<file path="config.mk">
export PLATFORM = sky130hd
export DESIGN_NAME = ffba_ctrl
export DESIGN_NICKNAME = d
export VERILOG_FILES = /design/src/rtl/ffba_pkg.sv /design/src/rtl/ffba_ctrl.sv
export SDC_FILE = /design/constraint.sdc
export NUM_CORES = 1
export LEC_CHECK = 0
export BUFFER_PORTS_ARGS = -buffer_cell sky130_fd_sc_hd__buf_2
export CELL_PAD_IN_SITES_DETAIL_PLACEMENT = 1
export CELL_PAD_IN_SITES_GLOBAL_PLACEMENT = 1
export CORE_AREA = 2 2 39 41
export DETAILED_ROUTE_END_ITERATION = 10
export DIE_AREA = 0 0 41 43
export GPL_ROUTABILITY_DRIVEN = 0
export PLACE_DENSITY = 0.44
export SYNTH_ARGS = -nofsm -noshare
export SYNTH_HDL_FRONTEND = slang
export SYNTH_SLANG_ARGS = --single-unit
</file>
<file path="constraint.sdc">
create_clock -name clk -period 0.9 [get_ports clk]
set_input_delay 0.09 -clock clk [delete_from_list [all_inputs] [get_ports clk]]
set_output_delay 0.09 -clock clk [all_outputs]
set_load 0.02 [all_outputs]
</file>
<file path="src/rtl/ffba_pkg.sv">
package ffba_pkg;

    // Field widths of the request and result transactions
    localparam int REQ_W     = 16;
    localparam int OFF_OUT_W = 10;
    localparam int STATUS_W  = 2;

    // Rounded size can reach 65536, one bit wider than the request
    localparam int NEED_W = REQ_W + 1;
    // Room check: top + header + need, all below 2**SUM_W
    localparam int SUM_W  = NEED_W + 1;

    // Payload granularity
    localparam logic [NEED_W-1:0] ALIGN_ADD  = NEED_W'(7);
    localparam logic [NEED_W-1:0] ALIGN_MASK = ~NEED_W'(7);

    // Command codes
    localparam logic CMD_ALLOC = 1'b0;
    localparam logic CMD_FREE  = 1'b1;

    // Result status codes
    localparam logic [STATUS_W-1:0] ST_OK      = 2'd0;
    localparam logic [STATUS_W-1:0] ST_NULL    = 2'd1;
    localparam logic [STATUS_W-1:0] ST_OOM     = 2'd2;
    localparam logic [STATUS_W-1:0] ST_UNKNOWN = 2'd3;

    typedef struct packed {
        logic                 cmd;
        logic [REQ_W-1:0]     request_size;
        logic [OFF_OUT_W-1:0] free_offset;
    } in_item_t;

    typedef struct packed {
        logic [STATUS_W-1:0]  status;
        logic [OFF_OUT_W-1:0] payload_offset;
        logic                 reused;
    } out_item_t;

    // Controller to datapath
    typedef struct packed {
        logic accept;
        logic scan_en;
        logic take_hit;
        logic take_miss;
        logic load_out;
    } ctl_cmd_t;

    // Datapath to controller
    typedef struct packed {
        logic is_null;
        logic hit;
        logic done;
        logic out_free;
    } ctl_sts_t;

endpackage

</file>
<file path="src/rtl/ffba_ctrl.sv">
module ffba_ctrl (
    input  logic              clk,
    input  logic              rst_n,
    input  logic              in_valid,
    output logic              in_ready,
    input  ffba_pkg::ctl_sts_t sts,
    output ffba_pkg::ctl_cmd_t cmd
);

    import ffba_pkg::*;

    localparam logic [1:0] S_IDLE   = 2'd0;
    localparam logic [1:0] S_SCAN   = 2'd1;
    localparam logic [1:0] S_FINISH = 2'd2;

    logic [1:0] state_reg;
    logic [1:0] state_next;

    assign in_ready = (state_reg == S_IDLE);

    // Sequence one transaction: accept, walk the table, hand off the result
    always_comb
    begin
        state_next = state_reg;
        cmd        = '0;
        case (state_reg)
            S_IDLE:
            begin
                if (in_valid)
                begin
                    cmd.accept = 1'b1;
                    state_next = sts.is_null ? S_FINISH : S_SCAN;
                end
            end
            S_SCAN:
            begin
                cmd.scan_en = 1'b1;
                if (sts.hit)
                begin
                    cmd.take_hit = 1'b1;
                    state_next   = S_FINISH;
                end
                else if (sts.done)
                begin
                    cmd.take_miss = 1'b1;
                    state_next    = S_FINISH;
                end
            end
            S_FINISH:
            begin
                if (sts.out_free)
                begin
                    cmd.load_out = 1'b1;
                    state_next   = S_IDLE;
                end
            end
            default:
            begin
                state_next = S_IDLE;
            end
        endcase
    end

    always_ff @(posedge clk or negedge rst_n)
    begin
        if (!rst_n)
        begin
            state_reg <= S_IDLE;
        end
        else
        begin
            state_reg <= state_next;
        end
    end

    // A scan ends by a hit or a miss, never both
    assert property (@(posedge clk) disable iff (!rst_n)
        !(cmd.take_hit && cmd.take_miss))
        else $error("hit and miss in the same cycle");

    // The result moves only into a free output slot
    assert property (@(posedge clk) disable iff (!rst_n)
        cmd.load_out |-> sts.out_free)
        else $error("output register overwritten");

    // A scan that ends always leads to the output handoff
    assert property (@(posedge clk) disable iff (!rst_n)
        (cmd.take_hit || cmd.take_miss) |=> (state_reg == S_FINISH))
        else $error("scan end did not reach finish");

endmodule

</file>
# == After elaboration in Yosys (flattened, before gate mapping) ==
# Cells that the tools add are included.
# classes
muxes,14
reduce_logical,2
n_eq_ne,5
# op_table
operator,count
$mux W2,5
$mux W1,7
$pmux W2 S3,1
$ne A2 B2 Y1 const B,2
$mux W3,1
$ne A3 B3 Y1 const B,1
$reduce_and A3 Y1,1
$eq A2 B1 Y1 const B,1
$eq A2 B2 Y1 const B,1
$logic_not A2 Y1,1
# totals
input_bits,7
output_inout_bits,6
regBits,2

# == Depth between registers and ports, before layout ==
# depth
ltp_word,3
mapped_depth,3

# == Least setup slack after synthesis ==
# Ideal clock, no wire load.
# synth_timing
path_kind,register -> register
from,register state_reg[1]
to,register state_reg[1]
arrival_time_ns,1.000
path_stages_with_launch,4
slack_ns,-0.169
n_path_buf,0
t_required_ns,0.831
setup_ns,0.069
cell_sequence,dfrtp_1 nor3b_2 nand2_1 nand3_1
# synth_between
elab_chain_cells,3
# synth_lines
item,line,text
start: declaration,ffba_ctrl.sv:16,logic [1:0] state_reg;
start signal: assignment,ffba_ctrl.sv:72,state_reg <= state_next;
"$eq A2 B1 Y1, or another cell as far along",ffba_ctrl.sv:26,case (state_reg)
$ne A3 B3 Y1 (no source line) / $ne A2 B2 Y1 (equally long branches),-,
$reduce_and A3 Y1 (no source line),-,
# Parallel ways exist; a longest one is shown, timed or not.
# A chain may end at the register's enable or synchronous reset.

==> metrics.txt <==
Static Leakage=0.1762 nW; Die ar.=0.001763 sq mm; final hold vios=0; DR top layer=met3; Avg Inst Size Synth=8.464 sq um; final period utilization=135.7%; Cell Pwr Density=1985 mW/mm^2; WL met2=268 um; min Tclk post-route=1.221 ns; Worst Tran Pin Value=0.1873 ns; fin. max-slew vios=0; layout cells sized above 1=76.32%; Core Util, Final=26.22%; largest net degree at the start of global routing=7; I/O pins=13; # fillers=168; Final nets=47; Port-buffer cells=12; met3 WL=73 um; Max Root-Sink Buffers=2; overall routing resource usage=7.816%; root buf cell=clkbuf_4; critical path capture point type=primary output; status=finished, violations left; Avg WL per Cell=10.33 um; drt pass-1 iters=4; maximum VDD drop=0.0005150 V; TritonCTS clock tree=done; Core Footprint=0.001384 sq mm; TritonCTS Buffers=3; chip width=41 um; Reg clk slew, reported paths=0.03 ns; dpl cell area=242.7 sq um; area grow syn2layout=152.2%; Worst Setup Start Kind=flop; Setup WS pre-CTS=-0.1268 ns; setup violators final=8; setup TNS=-1.834 ns; H-tree Lvls=1; register area share after synthesis=34.78%; DRC=0; Finished Cell Area=362.8 sq um; Mapped Nets=24; Vias=211; CTS Sinks=2; GRT overflow=0; routed wire length=558 um; number of global-route vias before repair=230; row cnt=14; initial antenna violation count=0; Hold Crit Class=input pin to flop; initial core utilization=10.40%; maximum clock rate=0.8190 GHz; Post-Syn Instances=17; Inserted Diodes=0; routed vias/inst=3.907; setup ws final=-0.3210 ns; Post-DRT Antenna Nets=0; Seq cells post-synth=2; Critical Path Fanout Max=6; failing checks=negative setup slack; RSZ-0062 raised after global routing=yes; WS Path Type=flop to primary output; slew margin rel.=87.50%; Critical Path RT=0.81 ns; Synth cell types=10; initial DRC count=3; clk_skew=0.001552 ns; Max Cap Viol=0; first-pass GRT wire length=890 um; Syn Std Cell Area=143.9 sq um; Yosys warnings=0; Skew-Pair Late Insertion Delay=0.22 ns; die height=43 um; crit path DAT=1.13 ns; Met1 Wirelength=216 um; max reg flops=2
## cells in the mapped netlist (all sizes together)
master  instances  area share (%)
dfrtp           2              35
nor3b           1             8.7
nand2           2             5.2
nand3           1             3.5
o21ai           1             3.5
nor2b           1             9.6
nor2            5              13
a22oi           1             5.2
and2            1             4.4
and3b           2              12
## per-layer routing
layer,vias up,track usage (%)
met5,-,0
met4,0,8.000
met3,0,2.094
met2,15,10.94
met1,95,8.626
li1,101,-
## layout by cell type (no fill, tap or decap)
cell and instances:
nand3_1 1, a22oi_2 1, and2_2 1, buf_6 7, buf_2 6, and3b_2 1
dfrtp_2 2, dlygate4sd3_1 1, nor2_1 4, nor2b_4 1, buf_4 4, nor2_4 1
and3b_1 1, nand2_1 2, o21ai_2 1, nor3b_4 1, clkbuf_4 3
## path summary, 6_finish.rpt
path / to / slack, ns / from / cells after the start
worst min-delay path: state_reg[1]$_DFFE_PN0P_ / 0.14 / sts[1] / 3
max in group asynchronous: state_reg[1]$_DFFE_PN0P_ / 0.61 / rst_n / 2
worst max register to register: state_reg[0]$_DFFE_PN0P_ / -0.24 / state_reg[0]$_DFFE_PN0P_ / 5
worst max-delay path: cmd[1] / -0.32 / state_reg[0]$_DFFE_PN0P_ / 3
min in group asynchronous: state_reg[0]$_DFFE_PN0P_ / 0.18 / rst_n / 2
worst min register to register: state_reg[0]$_DFFE_PN0P_ / 0.55 / state_reg[1]$_DFFE_PN0P_ / 1
## report_power, final
group | leakage, nW | switching [W] | internal [W]
Sequential | 0.0231 | 0.0000530 | 0.000116
Combinational | 0.139 | 0.000153 | 0.000204
Clock | 0.0138 | 0.0000482 | 0.000147
Total | 0.176 | 0.000254 | 0.000467
## layout make-up
class	instances	area, sq um	share of cell area [%]
timing repair buffer	18	148.9	41.03
clock buffer	3	22.52	6.207
tap	16	20.02	5.517
sequential	2	52.55	14.48
multi-input combinational	15	118.9	32.76
## kinds of logic (layout without fill, tap and decap cells)
family                 Yosys count  in the layout  synth area share (%)
AOI/OAI and AO/OA                2              2                 8.694
and+or+nand+nor                 13             13                 56.52
DFF                              2              2                 34.78
buffers and inverters            0             21                     0
## critical path, stage by stage (launching register included)
cell and delay [ns]:
dfrtp_2 0.44, nor2b_4 0.14, and3b_2 0.20, buf_6 0.13
## timing repair
action,4_1_cts,5_1_grt
hold buffers,1,0
hold endpoints to repair,2,0
pin swaps,1,4
buffers inserted,2,3
resized for setup,12,5
endpoints found under the setup margin,8,8
## per-stage QoR
step	total power, W	hold WS [ns]	cells
after CTS	0.0006870	0.1163	52
after global placement	0.0003840	-0.1258	46
after detailed placement	0.0003964	-0.1218	46
after global routing	0.0007673	0.1665	54
final	0.0007204	0.1366	54
after floorplan	0.0003020	-0.2056	17
Note: power is estimated with default switching activity, not from simulation.
